**src/hw/rtl/rpn_pkg.sv**
```systemverilog
// Shared constants, codes and control types for the postfix expression evaluator.
package rpn_pkg;

	localparam int unsigned STACK_DEPTH_DEF = 16;
	localparam int unsigned DW              = 64;

	localparam logic [7:0] ASCII_ZERO  = 8'h30;
	localparam logic [7:0] ASCII_NINE  = 8'h39;
	localparam logic [7:0] ASCII_PLUS  = 8'h2B;
	localparam logic [7:0] ASCII_MINUS = 8'h2D;
	localparam logic [7:0] ASCII_STAR  = 8'h2A;
	localparam logic [7:0] ASCII_SLASH = 8'h2F;

	typedef logic [DW-1:0] rpn_word_t;

	typedef enum logic [2:0] {
		ERR_NONE       = 3'd0,
		ERR_UNDERFLOW  = 3'd1,
		ERR_DIV_ZERO   = 3'd2,
		ERR_BAD_SYMBOL = 3'd3,
		ERR_NOT_ONE    = 3'd4,
		ERR_OVERFLOW   = 3'd5
	} rpn_err_t;

	typedef enum logic [1:0] {
		OP_ADD,
		OP_SUB,
		OP_MUL,
		OP_DIV
	} rpn_op_t;

	typedef enum logic [1:0] {
		CLS_DIGIT,
		CLS_OP,
		CLS_BAD
	} rpn_cls_t;

	// Controller to datapath.
	typedef struct packed {
		logic     load_in;
		logic     push;
		logic     pop_write;
		logic     md_start;
		logic     set_err;
		rpn_err_t err_code;
		logic     rd_bottom;
		logic     emit;
	} rpn_cmd_t;

	// Datapath to controller.
	typedef struct packed {
		rpn_cls_t cls;
		rpn_op_t  op;
		logic     err_set;
		logic     full;
		logic     lt2;
		logic     rhs_zero;
		logic     last;
		logic     md_done;
		logic     out_busy;
	} rpn_stat_t;

endpackage

```
**src/hw/rtl/rpn_stack_evaluator.sv**
```systemverilog
// Top level of the postfix expression evaluator: controller, datapath and ports.
//
//   Channel  | Signals                          | Beat
//   symbols  | sym_valid, sym_stall, symbol, last | one ASCII symbol
//   results  | res_valid, res_stall, value, error | one result per expression
//
// One symbol is in work at a time. A digit, or a symbol that only raises or meets an
// error, steps through the decode and end states; + and - add an execute state, and *
// and / also wait on the one-bit-a-cycle shared multiply/divide unit (a zero divisor does not).
// A symbol marked last adds the emit state, held while the previous result is still stalled.
// Reset empties the stack and clears the sticky error; the stack memory itself is not
// cleared. A stalled result holds in its register while the next expression's symbols
// are accepted, until another result is due.
module rpn_stack_evaluator
	import rpn_pkg::*;
#(
	parameter int unsigned STACK_DEPTH = STACK_DEPTH_DEF
) (
	input  logic        clk,
	input  logic        arst_n,
	input  logic        sym_valid,
	output logic        sym_stall,
	input  logic [7:0]  symbol,
	input  logic        last,
	output logic        res_valid,
	input  logic        res_stall,
	output logic [63:0] value,
	output logic [2:0]  error
);

	rpn_cmd_t  cmd;
	rpn_stat_t stat;

	rpn_ctrl u_ctrl (
		.clk       (clk),
		.arst_n    (arst_n),
		.sym_valid (sym_valid),
		.sym_stall (sym_stall),
		.stat      (stat),
		.cmd       (cmd)
	);

	rpn_dp #(
		.STACK_DEPTH (STACK_DEPTH)
	) u_dp (
		.clk       (clk),
		.arst_n    (arst_n),
		.symbol    (symbol),
		.last      (last),
		.cmd       (cmd),
		.stat      (stat),
		.value     (value),
		.error     (error),
		.res_valid (res_valid),
		.res_stall (res_stall)
	);

endmodule

```
**src/hw/rtl/rpn_muldiv.sv**
```systemverilog
// Shared iterative unit: shift-add multiplier and restoring divider, one bit a cycle.
module rpn_muldiv
	import rpn_pkg::*;
(
	input  logic      clk,
	input  logic      arst_n,
	input  logic      start,
	input  logic      is_div,
	input  rpn_word_t a,
	input  rpn_word_t b,
	output logic      done,
	output rpn_word_t result
);

	localparam int unsigned CNTW = $clog2(DW + 1);

	rpn_word_t       acc_q;
	rpn_word_t       x_q;
	rpn_word_t       y_q;
	logic            div_q;
	logic [CNTW-1:0] cnt_q;
	logic            done_q;
	logic [DW:0]     rem_shift;
	logic [DW:0]     trial;

	assign rem_shift = {acc_q, x_q[DW-1]};
	assign trial     = rem_shift - {1'b0, y_q};

	always_ff @(posedge clk or negedge arst_n) begin
		if (!arst_n) begin
			cnt_q  <= '0;
			done_q <= 1'b0;
		end else if (start) begin
			cnt_q  <= CNTW'(DW);
			done_q <= 1'b0;
		end else if (cnt_q != '0) begin
			cnt_q  <= cnt_q - CNTW'(1);
			done_q <= (cnt_q == CNTW'(1));
		end else begin
			done_q <= 1'b0;
		end
	end

	always_ff @(posedge clk) begin
		if (start) begin
			div_q <= is_div;
			acc_q <= '0;
			x_q   <= is_div ? a : b;
			y_q   <= is_div ? b : a;
		end else if (cnt_q != '0) begin
			if (div_q) begin
				// A clear borrow means the shifted remainder reaches the divisor.
				if (!trial[DW]) begin
					acc_q <= trial[DW-1:0];
					x_q   <= {x_q[DW-2:0], 1'b1};
				end else begin
					acc_q <= rem_shift[DW-1:0];
					x_q   <= {x_q[DW-2:0], 1'b0};
				end
			end else begin
				if (x_q[0]) begin
					acc_q <= acc_q + y_q;
				end
				y_q <= {y_q[DW-2:0], 1'b0};
				x_q <= {1'b0, x_q[DW-1:1]};
			end
		end
	end

	assign done   = done_q;
	assign result = div_q ? x_q : acc_q;

endmodule

```
**src/hw/rtl/rpn_dp.sv**
```systemverilog
// Datapath: input register, operand stack memory, arithmetic and result register.
module rpn_dp
	import rpn_pkg::*;
#(
	parameter int unsigned STACK_DEPTH = STACK_DEPTH_DEF
) (
	input  logic      clk,
	input  logic      arst_n,
	input  logic [7:0] symbol,
	input  logic      last,
	input  rpn_cmd_t  cmd,
	output rpn_stat_t stat,
	output rpn_word_t value,
	output logic [2:0] error,
	output logic      res_valid,
	input  logic      res_stall
);

	localparam int unsigned AW = (STACK_DEPTH > 1) ? $clog2(STACK_DEPTH) : 1;
	localparam int unsigned CW = $clog2(STACK_DEPTH + 1);

	rpn_word_t   mem [STACK_DEPTH];
	logic [7:0]  sym_q;
	logic        last_q;
	logic [CW-1:0] count_q;
	rpn_err_t    err_q;
	rpn_word_t   rd_a_q;
	rpn_word_t   rd_b_q;
	rpn_word_t   value_q;
	rpn_err_t    error_q;
	logic        res_valid_q;

	logic [CW-1:0] cnt_m1;
	logic [CW-1:0] cnt_m2;
	logic [AW-1:0] addr_a;
	logic [AW-1:0] addr_b;
	logic [AW-1:0] addr_w;
	rpn_word_t   wr_data;
	rpn_word_t   rhs;
	rpn_word_t   lhs;
	rpn_word_t   md_result;
	logic        md_done;
	rpn_cls_t    cls;
	rpn_op_t     op;
	rpn_err_t    err_final;

	assign cnt_m1 = count_q - CW'(1);
	assign cnt_m2 = count_q - CW'(2);
	assign addr_a = cmd.rd_bottom ? '0 : cnt_m1[AW-1:0];
	assign addr_b = cnt_m2[AW-1:0];
	assign addr_w = cmd.push ? count_q[AW-1:0] : cnt_m2[AW-1:0];
	assign rhs    = rd_a_q;
	assign lhs    = rd_b_q;

	always_comb begin
		cls = CLS_BAD;
		op  = OP_ADD;
		if (sym_q inside {[ASCII_ZERO:ASCII_NINE]}) begin
			cls = CLS_DIGIT;
		end else if (sym_q inside {ASCII_PLUS, ASCII_MINUS, ASCII_STAR, ASCII_SLASH}) begin
			cls = CLS_OP;
		end
		case (sym_q)
			ASCII_MINUS: op = OP_SUB;
			ASCII_STAR:  op = OP_MUL;
			ASCII_SLASH: op = OP_DIV;
			default:     op = OP_ADD;
		endcase
	end

	always_comb begin
		case (op)
			OP_ADD:  wr_data = lhs + rhs;
			OP_SUB:  wr_data = lhs - rhs;
			default: wr_data = md_result;
		endcase
		if (cmd.push) begin
			wr_data = DW'(sym_q - ASCII_ZERO);
		end
	end

	always_comb begin
		if (err_q != ERR_NONE) begin
			err_final = err_q;
		end else if (count_q != CW'(1)) begin
			err_final = ERR_NOT_ONE;
		end else begin
			err_final = ERR_NONE;
		end
	end

	rpn_muldiv u_muldiv (
		.clk    (clk),
		.arst_n (arst_n),
		.start  (cmd.md_start),
		.is_div (op == OP_DIV),
		.a      (lhs),
		.b      (rhs),
		.done   (md_done),
		.result (md_result)
	);

	always_ff @(posedge clk) begin
		if (cmd.push || cmd.pop_write) begin
			mem[addr_w] <= wr_data;
		end
		rd_a_q <= mem[addr_a];
		rd_b_q <= mem[addr_b];
	end

	always_ff @(posedge clk) begin
		if (cmd.load_in) begin
			sym_q  <= symbol;
			last_q <= last;
		end
		if (cmd.emit) begin
			error_q <= err_final;
			value_q <= (err_final == ERR_NONE) ? rd_a_q : '0;
		end
	end

	always_ff @(posedge clk or negedge arst_n) begin
		if (!arst_n) begin
			count_q     <= '0;
			err_q       <= ERR_NONE;
			res_valid_q <= 1'b0;
		end else begin
			if (cmd.emit) begin
				count_q <= '0;
				err_q   <= ERR_NONE;
			end else begin
				if (cmd.push) begin
					count_q <= count_q + CW'(1);
				end else if (cmd.pop_write) begin
					count_q <= cnt_m1;
				end
				if (cmd.set_err) begin
					err_q <= cmd.err_code;
				end
			end
			if (cmd.emit) begin
				res_valid_q <= 1'b1;
			end else if (!res_stall) begin
				res_valid_q <= 1'b0;
			end
		end
	end

	assign stat.cls      = cls;
	assign stat.op       = op;
	assign stat.err_set  = (err_q != ERR_NONE);
	assign stat.full     = (count_q >= CW'(STACK_DEPTH));
	assign stat.lt2      = (count_q < CW'(2));
	assign stat.rhs_zero = (rhs == '0);
	assign stat.last     = last_q;
	assign stat.md_done  = md_done;
	assign stat.out_busy = res_valid_q && res_stall;

	assign value     = value_q;
	assign error     = error_q;
	assign res_valid = res_valid_q;

endmodule

```
**src/hw/rtl/rpn_ctrl.sv**
```systemverilog
// Controller FSM: steps symbols through decode and, as needed, execute and result.
module rpn_ctrl
	import rpn_pkg::*;
(
	input  logic      clk,
	input  logic      arst_n,
	input  logic      sym_valid,
	output logic      sym_stall,
	input  rpn_stat_t stat,
	output rpn_cmd_t  cmd
);

	typedef enum logic [2:0] {
		ST_IDLE,
		ST_DECODE,
		ST_EXEC,
		ST_WAIT,
		ST_END,
		ST_EMIT
	} state_t;

	state_t state_q;
	logic   stall_q;
	logic   is_muldiv;

	assign is_muldiv = (stat.op == OP_MUL) || (stat.op == OP_DIV);

	always_ff @(posedge clk or negedge arst_n) begin
		if (!arst_n) begin
			state_q <= ST_IDLE;
			stall_q <= 1'b0;
		end else begin
			case (state_q)
				ST_IDLE: begin
					if (sym_valid && !stall_q) begin
						state_q <= ST_DECODE;
						stall_q <= 1'b1;
					end
				end
				ST_DECODE: begin
					if (!stat.err_set && stat.cls == CLS_OP && !stat.lt2) begin
						state_q <= ST_EXEC;
					end else begin
						state_q <= ST_END;
					end
				end
				ST_EXEC: begin
					if (stat.op == OP_DIV && stat.rhs_zero) begin
						state_q <= ST_END;
					end else if (is_muldiv) begin
						state_q <= ST_WAIT;
					end else begin
						state_q <= ST_END;
					end
				end
				ST_WAIT: begin
					if (stat.md_done) begin
						state_q <= ST_END;
					end
				end
				ST_END: begin
					if (stat.last) begin
						state_q <= ST_EMIT;
					end else begin
						state_q <= ST_IDLE;
						stall_q <= 1'b0;
					end
				end
				ST_EMIT: begin
					if (!stat.out_busy) begin
						state_q <= ST_IDLE;
						stall_q <= 1'b0;
					end
				end
				default: begin
					state_q <= ST_IDLE;
					stall_q <= 1'b0;
				end
			endcase
		end
	end

	always_comb begin
		cmd = '0;
		cmd.err_code = ERR_NONE;
		case (state_q)
			ST_IDLE: begin
				cmd.load_in = sym_valid && !stall_q;
			end
			ST_DECODE: begin
				if (!stat.err_set) begin
					case (stat.cls)
						CLS_DIGIT: begin
							if (stat.full) begin
								cmd.set_err  = 1'b1;
								cmd.err_code = ERR_OVERFLOW;
							end else begin
								cmd.push = 1'b1;
							end
						end
						CLS_OP: begin
							if (stat.lt2) begin
								cmd.set_err  = 1'b1;
								cmd.err_code = ERR_UNDERFLOW;
							end
						end
						default: begin
							cmd.set_err  = 1'b1;
							cmd.err_code = ERR_BAD_SYMBOL;
						end
					endcase
				end
			end
			ST_EXEC: begin
				if (stat.op == OP_DIV && stat.rhs_zero) begin
					cmd.set_err  = 1'b1;
					cmd.err_code = ERR_DIV_ZERO;
				end else if (is_muldiv) begin
					cmd.md_start = 1'b1;
				end else begin
					cmd.pop_write = 1'b1;
				end
			end
			ST_WAIT: begin
				cmd.pop_write = stat.md_done;
			end
			ST_END: begin
				// The bottom entry is fetched here so that it is ready for the result.
				cmd.rd_bottom = stat.last;
			end
			ST_EMIT: begin
				cmd.rd_bottom = 1'b1;
				cmd.emit      = !stat.out_busy;
			end
			default: begin
				cmd = '0;
			end
		endcase
	end

	assign sym_stall = stall_q;

endmodule

```
**config.mk**
```make
export PLATFORM = sky130hd
export DESIGN_NAME = rpn_stack_evaluator
export DESIGN_NICKNAME = d
export VERILOG_FILES = /design/src/hw/rtl/rpn_pkg.sv /design/src/hw/rtl/rpn_stack_evaluator.sv /design/src/hw/rtl/rpn_muldiv.sv /design/src/hw/rtl/rpn_dp.sv /design/src/hw/rtl/rpn_ctrl.sv
export SDC_FILE = /design/constraint.sdc
export NUM_CORES = 2
export LEC_CHECK = 0
export BUFFER_PORTS_ARGS = -buffer_cell sky130_fd_sc_hd__buf_2
export CAP_MARGIN = 30
export CORE_MARGIN = 3
export CORE_UTILIZATION = 47
export CTS_CLUSTER_SIZE = 24
export DETAILED_ROUTE_END_ITERATION = 8
export SLEW_MARGIN = 20
export SYNTH_ARGS = -nofsm -noshare
export SYNTH_HDL_FRONTEND = slang
export SYNTH_SLANG_ARGS = --single-unit
export TNS_END_PERCENT = 100
```
**constraint.sdc**
```tcl
create_clock -name clk -period 15.7 [get_ports clk]
set_input_delay 3.14 -clock clk [delete_from_list [all_inputs] [get_ports clk]]
set_output_delay 3.14 -clock clk [all_outputs]
set_load 0.005 [all_outputs]
```
==> impl_metrics.ini <==
[routing]
route.met3.wl_um = 24600
dr.pass1.iters = 8
vias_per_cell = 6.49
dr_wl_met2_um = 112000
drt-wirelength-per-cell_um = 28.0
routed.top_layer = met5
antenna_left = 0
drc_errors = 0
dr.first_iter.drc_count = 6540
vias = 58742
wl_met1_um = 109000
totalWireLength_um = 253000

[setup_path]
critical-path-top-cell-by-count = a31oi_1
cp-end-kind = register
crit_path_start_kind = register
crit_chain = or4_4, nor4_2, nor4b_4, and3_1, nand2_1, nor2_1, a21oi_1, xnor2_1, ha_1, nand4_1, nor2_1, nand4_1, o21ai_0, a21oi_1, a31oi_1, a31oi_1, a21boi_0, o21ai_0, a31oi_1, o21ai_1, clkbuf_4
cp.arrival_ns = 7.16
path_delay_family = simple AND/OR/NAND/NOR gates
r2r_slack_ns = 9.06
required_ns = 16.22
ff2ff_path_depth = 21
cpPeakStageDelay_ns = 0.60
r2r-start = u_dp.rd_a_q[3]$_DFF_P_
path_max_fanout = 13
crit_type = register to register
slowest_stage = or4_4
r2r_end = u_dp.mem[2][47]$_DFFE_PP_
critPathBufInv = 1

[placement]
io_buffers = 81
pre_cts_ws_ns = 8.75
place_area_um2 = 81900
hpwl_um = 165000
gp_routability_congestion = 0.926

[synth]
yosys_warnings = 0
synth.top_cell.area_share_pct = 46.6
ys_async_sr_fraction_pct = 1.46
synth_cells = 6838
syn-cell-area_um2 = 79200
synthTopCellsByArea = edfxtp_1 47%, mux4_2 11%, dfxtp_1 4.9%, nand2_1 3.6%, o21ai_0 3.2%
yosysTopAreaCell = edfxtp_1
synth_cell_type_count = 86
syn-num-nets = 7056
ys_seq_elements = 1442
yosysSeqAreaShare_pct = 52.1
synth.avg_cell_area_um2 = 11.6
synth_edf_count = 1229
synth-main-ff-cell = edfxtp_1

[timing]
setup_violations = 0
period_share_pct = 42.3
fmax_ghz = 0.151
fin_crit_ns = 6.64
final_max_slew_viol_count = 0
fin_setup_tns_ns = 0
max_slew_margin_pct = 23.1
rsz0062_at_grt = false
holdWs_ns = 0.508
hold_viol_final = 0
skew_ns = 0.0358
tightest_slew_ns = 1.15
finalWorstSetupSlack_ns = 9.06

[hold_path]
worstHoldStart = u_dp.err_q[0]$_DFFE_PN0P_
holdPathEnd = u_dp.error[0]$_DFFE_PP_
min_path_type = register to register
min_path_cells = 0

[global_routing]
grt_max_degree = 183
grt_pass1_wl_um = 374000
antenna_found_initial = 20
overflow = 0
grt_pass1_vias = 56638
grt.total_usage_pct = 28.7

[floorplan]
dieArea_um2 = 173000
ios = 82
core_um2 = 167000
die_w_um = 417
rows = 150
initial_core_util_pct = 47.4
dieHeight_um = 417

[final_layout]
final_area_um2 = 87200
layout_common_cells = 1229 x edfxtp_1, 751 x nand2_1, 500 x o21ai_0
final_common_cell = edfxtp_1
fillerInstances = 14271
regArea_um2 = 41300
drive_gt1_share_pct = 14.1
area_growth_pct = 10.1
fin_nets = 6930
multiInputGateArea_um2 = 35700

[clock_network]
clk_path_buf_depth = 3
ctsResizeCount = 0
cts_htree_levels = 4
clk_root_buffer_cell = clkbuf_16
cts_tree = built
clk_pin_slew_ns = 0.06
cts_buffers = 156
cts_hold_buf = 0
cts_setup_buffers = 0
clock_latency_ns = 0.81
numClockSinks = 1442

[pwr]
max-vdd-ir-drop_mv = 0.158
p_total_uw = 16100
power.density_nw_per_um2 = 185
power.leakage_uw = 0.0303

[job]
cap_violations = 0

[status]
status = completed
-- where the power goes --
group          total (uW)  leakage, uW  switching [uW]  internal (uW)
Combinational        6500       0.0149            4320           2180
Sequential           5960       0.0128             409           5550
Clock                3640      0.00248            1560           2080
Total               16100       0.0303            6290           9810
-- layout make-up --
class	instances	share of cell area, %
clock inverters	81	0.845
clock buffers	212	4.93
repair buffers	235	2.12
flip-flops and latches	1442	47.3
inverters	143	0.638
multi-input cells	4734	41.0
diodes	3	0.00861
well taps	2204	3.16
-- sequential cells by signal, indices dropped and copies added (netlist names) --
signal               flops
u_dp.error               3
u_dp.value              64
u_dp.u_muldiv.done       1
u_dp.res_valid           1
u_dp.u_muldiv.x_q       64
u_dp.count_q             5
u_dp.mem              1024
u_dp.sym_q               8
u_dp.u_muldiv.cnt_q      7
u_ctrl.sym_stall         1
u_dp.rd_a_q             64
u_dp.err_q               3
u_dp.lhs                64
u_ctrl.state_q           3
u_dp.u_muldiv.y_q       64
u_dp.u_muldiv.acc_q     64
u_dp.u_muldiv.div_q      1
u_dp.last_q              1
-- worst max-delay path by stage --
| stage | start | to | slack, ns | cells after the start |
|---|---|---|---|---|
| global route | u_dp.rd_a_q[3]$_DFF_P_ | u_dp.mem[0][47]$_DFFE_PP_ | 8.68 | 21 |
| floorplan | res_stall | u_dp.err_q[2]$_DFFE_PN0P_ | 8.37 | 3 |
| global placement | u_dp.sym_q[4]$_DFFE_PP_ | u_dp.mem[12][54]$_DFFE_PP_ | 8.63 | 18 |
| finish | u_dp.rd_a_q[3]$_DFF_P_ | u_dp.mem[2][47]$_DFFE_PP_ | 9.06 | 21 |
| detailed placement | u_dp.sym_q[4]$_DFFE_PP_ | u_dp.mem[14][58]$_DFFE_PP_ | 8.75 | 18 |
| CTS | u_dp.sym_q[4]$_DFFE_PP_ | u_dp.mem[14][58]$_DFFE_PP_ | 8.76 | 18 |
-- per-layer routing --
| metal | global-route usage, % | vias up |
|---|---|---|
| met4 | 8.87 | 4 |
| li1 | - | 26128 |
| met2 | 43.3 | 2870 |
| met3 | 5.73 | 431 |
| met5 | 0 | - |
| met1 | 41.9 | 29309 |
-- Yosys cell counts, drive strengths merged, types with 18 or more instances --
cell type and n:
a211oi 223, a21o 99, a21oi 398, a31oi 283
and2 270, and3 19, buf 58, clkbuf 461
dfrtp 21, dfxtp 192, edfxtp 1229, ha 202
inv 143, mux2 33, mux2i 34, mux4 384
nand2 753, nand2b 38, nand3 45, nand4 61
nor2 317, nor2b 38, nor3 54, nor4 18
o211ai 146, o21a 25, o21ai 511, o21bai 31
o221ai 33, o31ai 39, or3 276, xnor2 146
xor2 94
-- stage by stage --
step / std cells / util [%]
floorplan: 6838 / -
global placement: 8726 / 48.8
detailed placement: 8745 / 49.0
CTS: 9038 / 52.0
global route: 9052 / 52.1
finish: 9054 / 52.2
-- cells by family (layout without fill, tap and decap cells) --
group                    after synthesis  count (layout)  synth area share (%)
AND/OR/NAND/NOR                     1927            1927                  11.9
AO/OA/AOI/OAI                       1911            1911                  15.1
XOR/XNOR                             240             240                  2.65
multiplexers                         451             451                  11.8
flip-flops                          1442            1442                  52.1
adder cells (fa/ha/maj)              205             205                  3.27
other                                  0               3                     0
buffers and inverters                662             671                  3.22
Power figures use the tool's default switching activity.
